## src/hdl/hfcpc_pkg.sv

```systemverilog
`timescale 1ns / 1ps

package hfcpc_pkg;

   // default longest frame
   localparam int MAX_FRAME_DEF = 32;

   // width wide enough for any frame length or count compare
   localparam int LEN_W = 7;
   localparam int FB_W = 6;
   localparam int CSR_IDX_W = 2;

   // register reset values
   localparam logic [7:0] HEADER_RST = 8'hCC;
   localparam logic [7:0] POLY_RST = 8'hD5;
   localparam logic [FB_W-1:0] FRAME_BYTES_RST = FB_W'(5);

   // shortest frame: header plus crc byte
   localparam logic [LEN_W-1:0] MIN_FRAME = LEN_W'(2);

   // register indexes
   typedef enum logic [CSR_IDX_W-1:0] {
      CSR_HEADER_VALUE   = 2'd0,
      CSR_CRC_POLYNOMIAL = 2'd1,
      CSR_FRAME_BYTES    = 2'd2
   } csr_index_type;

   // configuration handed to the deframer
   typedef struct packed {
      logic [7:0]      header_value;
      logic [7:0]      crc_polynomial;
      logic [FB_W-1:0] frame_bytes;
   } cfg_type;

   // one byte of msb-first crc-8
   function automatic logic [7:0] crc8_byte(input logic [7:0] acc,
                                            input logic [7:0] data,
                                            input logic [7:0] poly);
      logic [7:0] v;
      v = acc ^ data;
      for (int b = 0; b < 8; b++) begin
         if (v[7]) begin
            v = {v[6:0], 1'b0} ^ poly;
         end else begin
            v = {v[6:0], 1'b0};
         end
      end
      return v;
   endfunction

endpackage

```

## src/hdl/hfcpc_deframer.sv

```systemverilog
`timescale 1ns / 1ps

module hfcpc_deframer
   import hfcpc_pkg::*;
#(
   parameter int MAX_FRAME = MAX_FRAME_DEF
)
(
   input  logic       clock,
   input  logic       reset,
   input  cfg_type    cfg,
   input  logic       req_valid,
   output logic       req_ready,
   input  logic [7:0] req_rx_byte,
   output logic       rsp_valid,
   input  logic       rsp_ready,
   output logic [7:0] rsp_computed_crc,
   output logic [7:0] rsp_received_crc,
   output logic       rsp_crc_match
);

   localparam int CNT_W = (MAX_FRAME > 2) ? $clog2(MAX_FRAME) : 1;

   // input register
   logic       in_valid_ff, in_valid_in;
   logic [7:0] in_byte_ff;

   // frame state
   logic             in_frame_ff, in_frame_in;
   logic [CNT_W-1:0] count_ff, count_in;
   logic [7:0]       crc_ff, crc_in;

   // result register
   logic       out_valid_ff, out_valid_in;
   logic [7:0] out_comp_ff, out_comp_in;
   logic [7:0] out_recv_ff, out_recv_in;
   logic       out_match_ff, out_match_in;

   logic             produce;
   logic             consume;
   logic             out_free;
   logic [LEN_W-1:0] eff_len;
   logic [LEN_W-1:0] next_count;
   logic [LEN_W-1:0] fb_ext;

   // clamp the configured length into the legal range
   always_comb begin
      fb_ext = LEN_W'(cfg.frame_bytes);
      if (fb_ext < MIN_FRAME) begin
         eff_len = MIN_FRAME;
      end else if (fb_ext > LEN_W'(MAX_FRAME)) begin
         eff_len = LEN_W'(MAX_FRAME);
      end else begin
         eff_len = fb_ext;
      end
   end

   assign next_count = LEN_W'(count_ff) + LEN_W'(1);
   assign produce = in_valid_ff && in_frame_ff && (next_count >= eff_len);
   assign out_free = !out_valid_ff || rsp_ready;
   assign consume = in_valid_ff && (!produce || out_free);
   assign req_ready = !in_valid_ff || consume;

   // frame tracking and crc update for the buffered item
   always_comb begin
      in_frame_in = in_frame_ff;
      count_in = count_ff;
      crc_in = crc_ff;
      if (consume) begin
         if (!in_frame_ff) begin
            if (in_byte_ff == cfg.header_value) begin
               in_frame_in = 1'b1;
               count_in = CNT_W'(1);
               crc_in = crc8_byte(8'h00, in_byte_ff, cfg.crc_polynomial);
            end
         end else if (produce) begin
            in_frame_in = 1'b0;
            count_in = '0;
            crc_in = 8'h00;
         end else begin
            count_in = next_count[CNT_W-1:0];
            crc_in = crc8_byte(crc_ff, in_byte_ff, cfg.crc_polynomial);
         end
      end
   end

   // result register load and drain
   always_comb begin
      out_valid_in = out_valid_ff && !rsp_ready;
      out_comp_in = out_comp_ff;
      out_recv_in = out_recv_ff;
      out_match_in = out_match_ff;
      if (consume && produce) begin
         out_valid_in = 1'b1;
         out_comp_in = crc_ff;
         out_recv_in = in_byte_ff;
         out_match_in = (crc_ff == in_byte_ff);
      end
   end

   assign in_valid_in = (req_valid && req_ready) || (in_valid_ff && !consume);

   always_ff @(posedge clock) begin
      if (reset) begin
         in_valid_ff <= 1'b0;
         in_frame_ff <= 1'b0;
         count_ff <= '0;
         crc_ff <= 8'h00;
         out_valid_ff <= 1'b0;
      end else begin
         in_valid_ff <= in_valid_in;
         in_frame_ff <= in_frame_in;
         count_ff <= count_in;
         crc_ff <= crc_in;
         out_valid_ff <= out_valid_in;
      end
   end

   // payload registers
   always_ff @(posedge clock) begin
      if (req_valid && req_ready) begin
         in_byte_ff <= req_rx_byte;
      end
      out_comp_ff <= out_comp_in;
      out_recv_ff <= out_recv_in;
      out_match_ff <= out_match_in;
   end

   assign rsp_valid = out_valid_ff;
   assign rsp_computed_crc = out_comp_ff;
   assign rsp_received_crc = out_recv_ff;
   assign rsp_crc_match = out_match_ff;

endmodule

```

## config.mk

```make
export PLATFORM = sky130hd
export DESIGN_NAME = hfcpc_deframer
export DESIGN_NICKNAME = d
export VERILOG_FILES = /design/src/hdl/hfcpc_pkg.sv /design/src/hdl/hfcpc_deframer.sv
export SDC_FILE = /design/constraint.sdc
export NUM_CORES = 1
export LEC_CHECK = 0
export BUFFER_PORTS_ARGS = -buffer_cell sky130_fd_sc_hd__buf_4
export CAP_MARGIN = 30
export CORE_MARGIN = 1
export CORE_UTILIZATION = 50
export DETAILED_ROUTE_END_ITERATION = 10
export MAX_ROUTING_LAYER = met4
export PLACE_DENSITY = 0.74
export SYNTH_ARGS = -nofsm -noshare
export SYNTH_HDL_FRONTEND = slang
export SYNTH_SLANG_ARGS = --single-unit
```

## constraint.sdc

```tcl
create_clock -name clock -period 3.5 [get_ports clock]
set_input_delay 0.35 -clock clock [delete_from_list [all_inputs] [get_ports clock]]
set_output_delay 0.35 -clock clock [all_outputs]
set_load 0.02 [all_outputs]
```

==> results of run 1 <==
state kept, by name, summed over array words and instances, names as in the netlist:
name and cells:
rsp_received_crc 8, rsp_crc_match 1, rsp_valid 1, rsp_computed_crc 8
crc_ff 8, in_byte_ff 8, in_valid_ff 1, count_ff 5
in_frame_ff 1
stage by stage:
stage	area [µm²]	utilization [%]	hold slack, ns	std cells	setup slack (ns)
2_1_floorplan	4520	-	0.418	561	-0.0953
3_3_place_gp	5740	66.1	0.465	794	-0.187
3_5_place_dp	5740	66.1	0.473	794	-0.318
4_1_cts	6300	72.6	0.217	820	-0.163
5_1_grt	6560	75.6	0.214	828	-0.501
6_report	6560	75.6	0.224	828	-0.328
cell usage in the layout (no fill, tap or decap), drive strengths merged, types with 7 or more instances in the layout:
master / instances
edfxtp: 25
and3: 14
xor2: 24
nand2: 91
dfxtp: 16
o21ai: 30
buf: 187
xnor3: 7
ha: 7
nand4: 10
nor2: 41
o211ai: 15
a21oi: 22
nand3: 19
nor3: 8
xnor2: 84
inv: 11
where the power goes:
group	switching, mW	internal [mW]	leakage [nW]
registers	0.0143	0.520	0.346
clock network	0.166	0.212	0.0552
logic	1.28	1.30	2.35
total	1.46	2.03	2.75
Yosys cell counts, types with 3 or more instances:
| cell type | number | area [µm²] |
|---|---|---|
| a211o_1 | 4 | 35.0 |
| and3_1 | 14 | 87.6 |
| a211oi_1 | 4 | 30.0 |
| o2111ai_1 | 3 | 26.3 |
| ha_1 | 7 | 87.6 |
| nand2_1 | 90 | 338 |
| xnor2_2 | 3 | 48.8 |
| a21oi_1 | 22 | 110 |
| o21ai_1 | 4 | 20.0 |
| nand3_1 | 19 | 95.1 |
| nor2_1 | 41 | 154 |
| and2_1 | 3 | 18.8 |
| a32oi_1 | 6 | 52.6 |
| o311ai_0 | 3 | 26.3 |
| a21o_1 | 5 | 37.5 |
| nand2b_1 | 6 | 37.5 |
| or3_1 | 4 | 25.0 |
| clkbuf_1 | 20 | 75.1 |
| mux2i_1 | 5 | 50.1 |
| nor2b_1 | 6 | 37.5 |
| dfxtp_1 | 16 | 320 |
| nor4_1 | 4 | 25.0 |
| nand3b_1 | 5 | 37.5 |
| xnor3_1 | 7 | 158 |
| and4_1 | 3 | 26.3 |
| nor3_1 | 8 | 40.0 |
| buf_2 | 11 | 55.1 |
| xnor2_1 | 81 | 709 |
| a311oi_1 | 4 | 35.0 |
| inv_1 | 11 | 41.3 |
| o21ai_0 | 26 | 130 |
| o211a_1 | 3 | 30.0 |
| a31oi_1 | 4 | 25.0 |
| xor2_1 | 23 | 201 |
| edfxtp_1 | 25 | 751 |
| nand4_1 | 10 | 62.6 |
| buf_1 | 4 | 15.0 |
| o211ai_1 | 15 | 113 |
worst max-delay path, delay by kind of cell (launching register included):
| kind | cells | cell delay (ns) |
|---|---|---|
| DFF | 1 | 0.46 |
| AOI/OAI and AO/OA | 8 | 1.26 |
| and+or+nand+nor | 1 | 0.08 |
| buffers and inverters | 7 | 1.06 |
| xor gates and xnor gates | 4 | 0.84 |
final cells by class:
class                      count  area share [%]
clock inverter                 2           0.534
sequential                    41            16.3
timing repair buffer         187            23.0
inverter                      11           0.629
tap                          108            2.06
clock buffer                   6            1.11
multi-input combinational    473            56.3
metal layers:
layer	vias up	GRT usage, %
met2	356	54.8
met3	90	4.07
met1	2379	42.2
met5	-	-
li1	2315	-
met4	0	13.7
cell families after synthesis:
group / synth area share [%]
compound gates: 19.3
fa+ha+maj: 1.96
mux: 1.12
simple gates: 23.8
flops: 24.0
xor+xnor: 25.4
buf+inv: 4.43
timing repair:
| action | 4_1_cts | 5_1_grt |
|---|---|---|
| gates cloned | 0 | 0 |
| setup endpoints to repair | 8 | 8 |
| resized for setup | 70 | 40 |
| pin swaps | 66 | 41 |
| buffers inserted | 19 | 9 |
path summary, 6_finish.rpt:
| check | slack, ns | cells past startpoint | start | to |
|---|---|---|---|---|
| worst min register to register | 0.49 | 0 | crc_ff[0] | rsp_computed_crc[0] |
| worst min-delay path | 0.22 | 1 | req_rx_byte[3] | in_byte_ff[3] |
| worst max register to register | -0.33 | 20 | in_byte_ff[7] | crc_ff[6] |
| worst max-delay path | -0.33 | 20 | in_byte_ff[7] | crc_ff[6] |
==> results.md, run 1 <==
- Wire per inst: 19.6 µm
- TritonCTS clock tree: built
- Crit share post-route: 109%
- Fmax: approximately 0.26 GHz
- Worst-margin pin slew: 0.609 ns
- Top Metal Used: met4
- Layout overhead on the synthesized area: 47.1%
- Crit Path Class: register to register
- Max VDD drop: roughly 420 µV
- Htree depth: 2
- Synthesized area: 0.00446 mm²
- Vias: 5,140
- Clock transition at path regs: about 0.080 ns
- TritonCTS Buffers: 5
- Clock latency on the worst-skew pair: ~0.30 ns
- Post-Syn Area per Cell: ~8.0 µm²
- WL met1: 6170 µm
- Antenna-violating nets left: 0
- Multi-input logic area: ~0.0037 mm²
- Yosys reg bits: 41
- Net count after synthesis: around 600
- Yosys cell types: 61
- Die Area: between 0.009 and 0.01 mm²
- Buffers on Ports: 52
- Post-DP HPWL: between 10,000 and 15,000 µm
- DRT iter0 DRCs: roughly 630
- All-Layer GR Usage: between 30% and 40%
- Vias in the first global route: ~4,800
- Power Density: 532 mW/mm²
- Seq/Total Area, Yosys: 24.0%
- Relative slew slack: between 50% and 60%
- DR WL met3: between 1500 and 2000 µm
- Maximum clock insertion buffer count: 2
- N_diodes: 0
- Leak: between 2 and 3 nW
- Period minus WS final: roughly 3.8 ns
- Final Hold Fails: 0
- Post-route setup slack: -0.328 ns
- Cell Chain, Critical Path: buf_6, buf_4, o21a_1, o22ai_2, buf_4, o21ai_0, buf_4, buf_4, a32oi_1, o211ai_1, xor2_1, buf_4, buf_4, nand2_1, xnor2_1, xnor2_1, xnor2_2, a21o_1, a32oi_1, o22ai_1
- Rows: 34
- Number of clock sinks: 41
- Worst Skew: around 0.0079 ns
- Crit. End Element: register
- Ports: 53
- CP required: around 3.7 ns
- Gr ovfl total: 0
- Die width: approximately 96 µm
- Failing checks: setup timing
- CP Max Fanout: 5
- Largest net degree at the start of global routing: 23
- DR pass1 iterations: 5
- DR vias/cell: 6.21
- Final Max Slew Viols: 0
- First-pass GRT wire length: ~24,000 µm
- Final TNS setup: -2.09 ns
- Max_cap viols: 0
- Filler instances: between 500 and 600
- Core area: between 0.008 and 0.009 mm²
- Initial antenna violation count: 0
- Ys async rst share: 0%
- Final wirelength: approximately 16,000 µm
- Critical path's slowest cell: edfxtp_1
- Synth Instances: approximately 560
- Share of layout cells above drive strength 1: between 30% and 40%
- CP arrival: roughly 4 ns
- Worst Setup Start Kind: register
- Max stage delay on crit path: approximately 0.46 ns
- Most common cell on crit path: buf_4
- RSZ-0062 raised after global routing: yes
- Die span in y: 96.5 µm
- Yosys warnings: 0
- # setup viols final: 8
- GPL Wtd Cong: 0.954
- Drt drc: 0
- Final #Nets: between 700 and 800
- Worst Hold Class: primary input to register
- Initial core utilization: about half
- Outcome: finished with violations
- Post-synth EDFFs: 25
- Prevailing post-synth register cell: edfxtp_1
- Register Area: roughly 0.0011 mm²
- Pwr Total: between 3 and 4 mW
- CTS root buf: clkbuf_8
- Hold buffer count at CTS: 0
- Met2 Wirelength: a little under 8000 µm
Note: power is estimated with default switching activity, not from simulation.
==> inputs of run 2 (changes only) <==
--- a/config.mk
+++ b/config.mk
@@ -10,6 +10,7 @@
 export CORE_MARGIN = 1
 export CORE_UTILIZATION = 50
 export DETAILED_ROUTE_END_ITERATION = 10
+export GPL_TIMING_DRIVEN = 0
 export MAX_ROUTING_LAYER = met4
 export PLACE_DENSITY = 0.74
 export SYNTH_ARGS = -nofsm -noshare
==> results.md, run 2 (synthesis results as in run 1) <==
- Final Hold Fails: 0
- Top Family by Delay on Critical Path: XOR/XNOR gates
- Die span in y: roughly 96 µm
- Relative slew slack: 40.0%
- Initial core utilization: 51.4%
- DR pass1 iterations: 5
- Max stage delay on crit path: around 0.44 ns
- Final TNS setup: -2.70 ns
- Die Area: 0.00931 mm²
- DP Worst Slack: -0.941 ns
- Buffers on Ports: 50
- CTS root buf: clkbuf_8
- Most common cell after layout, fill and taps aside: buf_4
- Wire per inst: just under 20 µm
- Worst-margin pin slew: between 0.8 and 0.9 ns
- Htree depth: 2
- Number of clock sinks: 41
- Post-route setup slack: -0.423 ns
- Final instance area: 0.00628 mm²
- Layout overhead on the synthesized area: 40.9%
- Cell Area, Placed: a little over 0.005 mm²
- Hold buffer count at CTS: 0
- Worst Setup Start Kind: register
- Commonest non-fill, non-tap cells in the layout: 96 x buf_4, 87 x nand2_1, 67 x xnor2_1
- WP buf/inv: 4
- Worst Hold Class: primary input to register
- Vias: 4,868
- Maximum clock insertion buffer count: 2
- Cell Chain, Critical Path: buf_6, buf_6, xor2_4, buf_6, nor4_4, a311oi_2, o211ai_1, or3_4, nand2_2, xnor3_1, a211oi_2, buf_4, o21ai_1, xnor3_1, xor2_2, nand3_1, a311oi_2
- Final wirelength: roughly 15,000 µm
- DR vias/cell: between 6 and 7
- Filler instances: roughly 600
- # setup viols final: 8
- Vias in the first global route: 4,403
- CP required: roughly 3.7 ns
- Post-DP HPWL: about 10000 µm
- Largest net degree at the start of global routing: 19
- Critical path's slowest cell: edfxtp_1
- N_diodes: 0
- Final Max Slew Viols: 0
- DRT iter0 DRCs: 430
- All-Layer GR Usage: a little under a third
- Max_cap viols: 0
- Clock latency on the worst-skew pair: approximately 0.30 ns
- Crit. End Element: register
- Fmax: between 0.2 and 0.3 GHz
- TritonCTS clock tree: built
- Crit share post-route: 112%
- Rows: 34
- CP Max Fanout: 4
- Clock transition at path regs: 0.08 ns
- TritonCTS Buffers: 5
- Crit Path Class: register to register
- Power Density: roughly 530 mW/mm²
- First-pass GRT wire length: between 20,000 and 25,000 µm
- Leak: 2.47 nW
- Failing checks: setup timing
- Initial antenna violation count: 0
- Gr ovfl total: 0
- Die width: about 96 µm
- Share of layout cells above drive strength 1: 33.2%
- GPL Wtd Cong: just over 0.9
- Antenna-violating nets left: 0
- Drt drc: 0
- RSZ-0062 raised after global routing: yes
- Period minus WS final: roughly 4 ns
- Final #Nets: 720
- Most common cell on crit path: buf_6
- Max VDD drop: between 200 and 300 µV
- Outcome: finished with violations
- Core area: ~0.0087 mm²
- Ports: 53
- CP arrival: roughly 4.1 ns
- Worst Skew: roughly 0.0085 ns
[run 2: cell count changes in the layout (fill, tap and decap cells not counted), sizes merged]
| cell | before | now |
|---|---|---|
| clkbuf | 6 | 24 |
| buf | 187 | 128 |
| clkinvlp | 0 | 1 |
[run 2: path summary, 6_finish.rpt]
kind / cells after the start / slack (ns) / start / to
setup / recovery: 17 / -0.42 / in_byte_ff[7] / crc_ff[7]
hold / removal: 1 / 0.22 / req_rx_byte[3] / in_byte_ff[3]
setup reg to reg: 17 / -0.42 / in_byte_ff[7] / crc_ff[7]
hold reg to reg: 2 / 0.48 / count_ff[1] / count_ff[1]
[run 2: where the power goes]
| part | switching, mW | internal, mW |
|---|---|---|
| Sequential | 0.0159 | 0.520 |
| Clock | 0.166 | 0.210 |
| Combinational | 1.22 | 1.17 |
| Total | 1.40 | 1.90 |
[run 2: what timing repair did]
item | in CTS | in global routing
setup endpoints to repair | 10 | 10
buffers inserted | 54 | 11
pin swaps | 62 | 37
gates cloned | 1 | 0
resized for setup | 98 | 48
hold endpoints to repair | 0 | 0
[run 2: per-layer routing]
layer	GRT usage, %	part of all wire, %	vias to the layer above
li1	-	-	2239
met1	39.3	39	2292
met2	52.6	49	285
met3	5.09	8.0	52
met4	12.1	3.7	0
met5	-	0	-
[run 2: per-stage QoR]
| stage | util, % | std cells | hold WS (ns) | power [mW] |
|---|---|---|---|---|
| 3_5_place_dp | 58.0 | 719 | 0.436 | 2.21 |
| 5_1_grt | 72.4 | 788 | 0.218 | 3.46 |
| 3_3_place_gp | 57.9 | 719 | 0.434 | 2.18 |
| 4_1_cts | 69.7 | 779 | 0.216 | 3.06 |
| 2_1_floorplan | - | 561 | 0.418 | 1.88 |
| 6_report | 72.4 | 788 | 0.223 | 3.30 |
[run 2: cell type report]
class	count	area, µm²	share of cell area [%]
repair buffers	114	932	14.8
well taps	108	135	2.15
clock buffers	5	68.8	1.09
plain buffers	33	180	2.87
multi-input cells	473	3810	60.7
inverters	11	41.3	0.657
clock inverters	3	41.3	0.657
flip-flops and latches	41	1070	17.1
==> inputs of run 3 (changes only) <==
--- a/config.mk
+++ b/config.mk
@@ -5,6 +5,7 @@
 export SDC_FILE = /design/constraint.sdc
 export NUM_CORES = 1
 export LEC_CHECK = 0
+export ABC_AREA = 1
 export BUFFER_PORTS_ARGS = -buffer_cell sky130_fd_sc_hd__buf_4
 export CAP_MARGIN = 30
 export CORE_MARGIN = 1
==> results.md, run 3 <==
- Clock latency on the worst-skew pair: 0.29 ns
- Worst reg2reg endpoint: crc_ff[7]
- RSZ-0062 raised after global routing: yes
- Net count after synthesis: 784
- Synth Instances: approximately 740
- Switching power: 1.07 mW
- Final #Nets: roughly 840
- Share of layout cells above drive strength 1: about a fifth
- Htree depth: 2
- Sequential power share: 23.1%
- Max VDD drop: between 200 and 300 µV
- Layout overhead on the synthesized area: 14.3%
- Prevailing post-synth register cell: edfxtp_1
- Hold buffer count at CTS: 0
- CP required: roughly 3.7 ns
- Commonest non-fill, non-tap cells in the layout: 277 x nand2_1, 97 x nand3_1, 82 x inv_1
- Power Density: around 440 mW/mm²
- Number of clock sinks: between 40 and 50
- Leak: approximately 2.7 nW
- Fmax: around 0.31 GHz
- Clock transition at path regs: roughly 0.080 ns
- DR pass1 iterations: 5
- Die span in y: 98.0 µm
- Wire per inst: 12.9 µm
- Core area: 0.00881 mm²
- Period minus WS final: 3.25 ns
- Yosys cell types: 38
- Crit Path Class: register to register
- Biggest area consumer among synthesized cells: nand2_1
- Initial core utilization: ~52%
- Synthesized area: 0.00460 mm²
- Worst r2r path cells: 27
- Maximum clock insertion buffer count: 2
- Seq/Total Area, Yosys: between 20% and 30%
- R2R Setup Slk: roughly 0.25 ns
- Post-route setup slack: about 0.25 ns
- Max_cap viols: 0
- Final Max Slew Viols: 0
- Post-DP HPWL: 9150 µm
- All-Layer GR Usage: about 26%
- WP buf/inv: 4
- Drt drc: 0
- Worst Skew: 0.00703 ns
- Combinational power share: between 60 and 70%
- Switching Share: 46.5%
- Crit. End Element: register
- Power share of the clock group: 14.8%
- Hold Path Cell Cnt: 1
- Yosys reg bits: 41
- Hold EP: in_byte_ff[4]
- Post-synth EDFFs: 25
- Initial antenna violation count: 0
- Top-count cell post-synth: nand2_1
- Critical path's slowest cell: edfxtp_1
- Pwr Total: 2.30 mW
- Ys async rst share: 0%
- Worst hold slack: 0.232 ns
- Most common cell after layout, fill and taps aside: nand2_1
- Worst-margin pin slew: roughly 0.53 ns
- Share of the synthesized area in the top cell type: a little under a quarter
- Yosys warnings: 0
- # setup viols final: 0
- DP Worst Slack: -0.433 ns
- Ports: 53
- Max stage delay on crit path: about 0.5 ns
- Outcome: finished clean
- First-pass GRT wire length: a little under 20,000 µm
- DR vias/cell: between 5 and 6
- Worst Hold Class: primary input to register
- Vias: around 4,800
- Top Family by Delay on Critical Path: simple AND/OR/NAND/NOR gates
- Gr ovfl total: 0
- Die width: around 98 µm
- Synth top cells by count: 279 x nand2_1, 97 x nand3_1, 82 x inv_1
- Worst hold start: req_rx_byte[4]
- Final Hold Fails: 0
- CP Max Fanout: 10
- CP arrival: roughly 3.5 ns
- CTS root buf: clkbuf_8
- TritonCTS clock tree: built
- TritonCTS Buffers: 5
- Antenna-violating nets left: 0
- Buffers on Ports: 47
- Reg2reg start: in_byte_ff[7]
- N_diodes: 0
- Vias in the first global route: ~4,300
- Post-Syn Area per Cell: 6.20 µm²
- Cells taking the most area after synthesis: nand2_1 23%, edfxtp_1 16%, nand3_1 11%
- Relative slew slack: between 60% and 70%
- Rows: 34
- Die Area: ~0.0096 mm²
- GPL Wtd Cong: a little over 0.9
- Largest net degree at the start of global routing: 14
- Worst Setup Start Kind: register
- Final wirelength: 11,700 µm
- Crit share post-route: 92.9%
- Internal Dissipation: around 1.2 mW
- DRT iter0 DRCs: approximately 310
[run 3: worst max-delay path by stage]
stage                  startpoint         to  slack, ns  cells after the start
floorplan                  cfg[4]  crc_ff[0]       0.08                     20
global placement           cfg[4]  crc_ff[0]      -0.33                     21
detailed placement         cfg[4]  crc_ff[0]      -0.43                     21
CTS                        cfg[4]  crc_ff[0]       0.05                     21
global route        in_byte_ff[7]  crc_ff[7]      -0.02                     28
finish              in_byte_ff[7]  crc_ff[7]       0.25                     27
[run 3: power groups by stage]
stage | combinational (mW) | sequential, mW | clock [mW]
after detailed placement | 1.38 | 0.543 | 0
after global placement | 1.34 | 0.542 | 0
final | 1.42 | 0.532 | 0.341
after CTS | 1.39 | 0.532 | 0.348
after floorplan | 1.14 | 0.539 | 0
after global routing | 1.60 | 0.533 | 0.373
[run 3: kinds of logic after synthesis]
family | synth area share, %
flip-flops | 23.3
AO/OA/AOI/OAI | 6.30
AND/OR/NAND/NOR | 46.3
buffers and inverters | 12.6
XOR/XNOR | 9.62
adder cells (fa/ha/maj) | 1.90
[run 3: worst reg2reg max path, cell delays in order (launching register included)]
cell and delay (ns):
edfxtp_1 0.50, inv_2 0.12, nand2_2 0.06, nand2_4 0.13, nand3_2 0.08, nand2_2 0.12, nand2_1 0.09, nand2_1 0.08
nand2_2 0.11, nand2_1 0.09, nand2_1 0.09, nand2_4 0.10, buf_6 0.13, nand2_2 0.05, xor2_1 0.18, nand3_1 0.11
nand2_2 0.10, inv_2 0.04, nand2_2 0.08, nand2_2 0.07, nand2_1 0.06, nand2_1 0.06, nand2_2 0.12, buf_6 0.16
nand3_1 0.08, nand2_1 0.14, nand2_1 0.09, a21oi_2 0.13
[run 3: final cells by class]
cell class,instances,area (µm²)
Timing Repair Buffer,50,379
Inverter,92,345
Clock inverter,1,5.00
Multi-Input combinational cell,574,2990
Tap cell,108,135
Sequential cell,41,1070
Buffer,36,236
Fill cell,837,3540
Clock buffer,7,97.6
[run 3: metrics by stage]
| step | instances | utilization [%] | instance area, µm² | TNS, ns |
|---|---|---|---|---|
| 6_report | 909 | 59.8 | 5260 | 0 |
| 2_1_floorplan | 743 | - | 4610 | 0 |
| 5_1_grt | 909 | 59.8 | 5260 | -0.0224 |
| 4_1_cts | 907 | 59.2 | 5220 | 0 |
| 3_3_place_gp | 898 | 57.9 | 5100 | -6.97 |
| 3_5_place_dp | 899 | 58.0 | 5110 | -5.54 |
[run 3: routing by layer]
| layer | part of all wire (%) | track usage, % | wire [µm] |
|---|---|---|---|
| met1 | 45 | 32.4 | 5300 |
| met2 | 48 | 44.7 | 5600 |
| met5 | 0 | - | 0 |
| met4 | 1.5 | 7.93 | 176 |
| met3 | 5.6 | 1.65 | 651 |
[run 3: repair_timing]
action,CTS,global route
gates resized for setup,2,8
buffers inserted,0,2
endpoints found under the setup margin,13,15
pin swaps,0,1
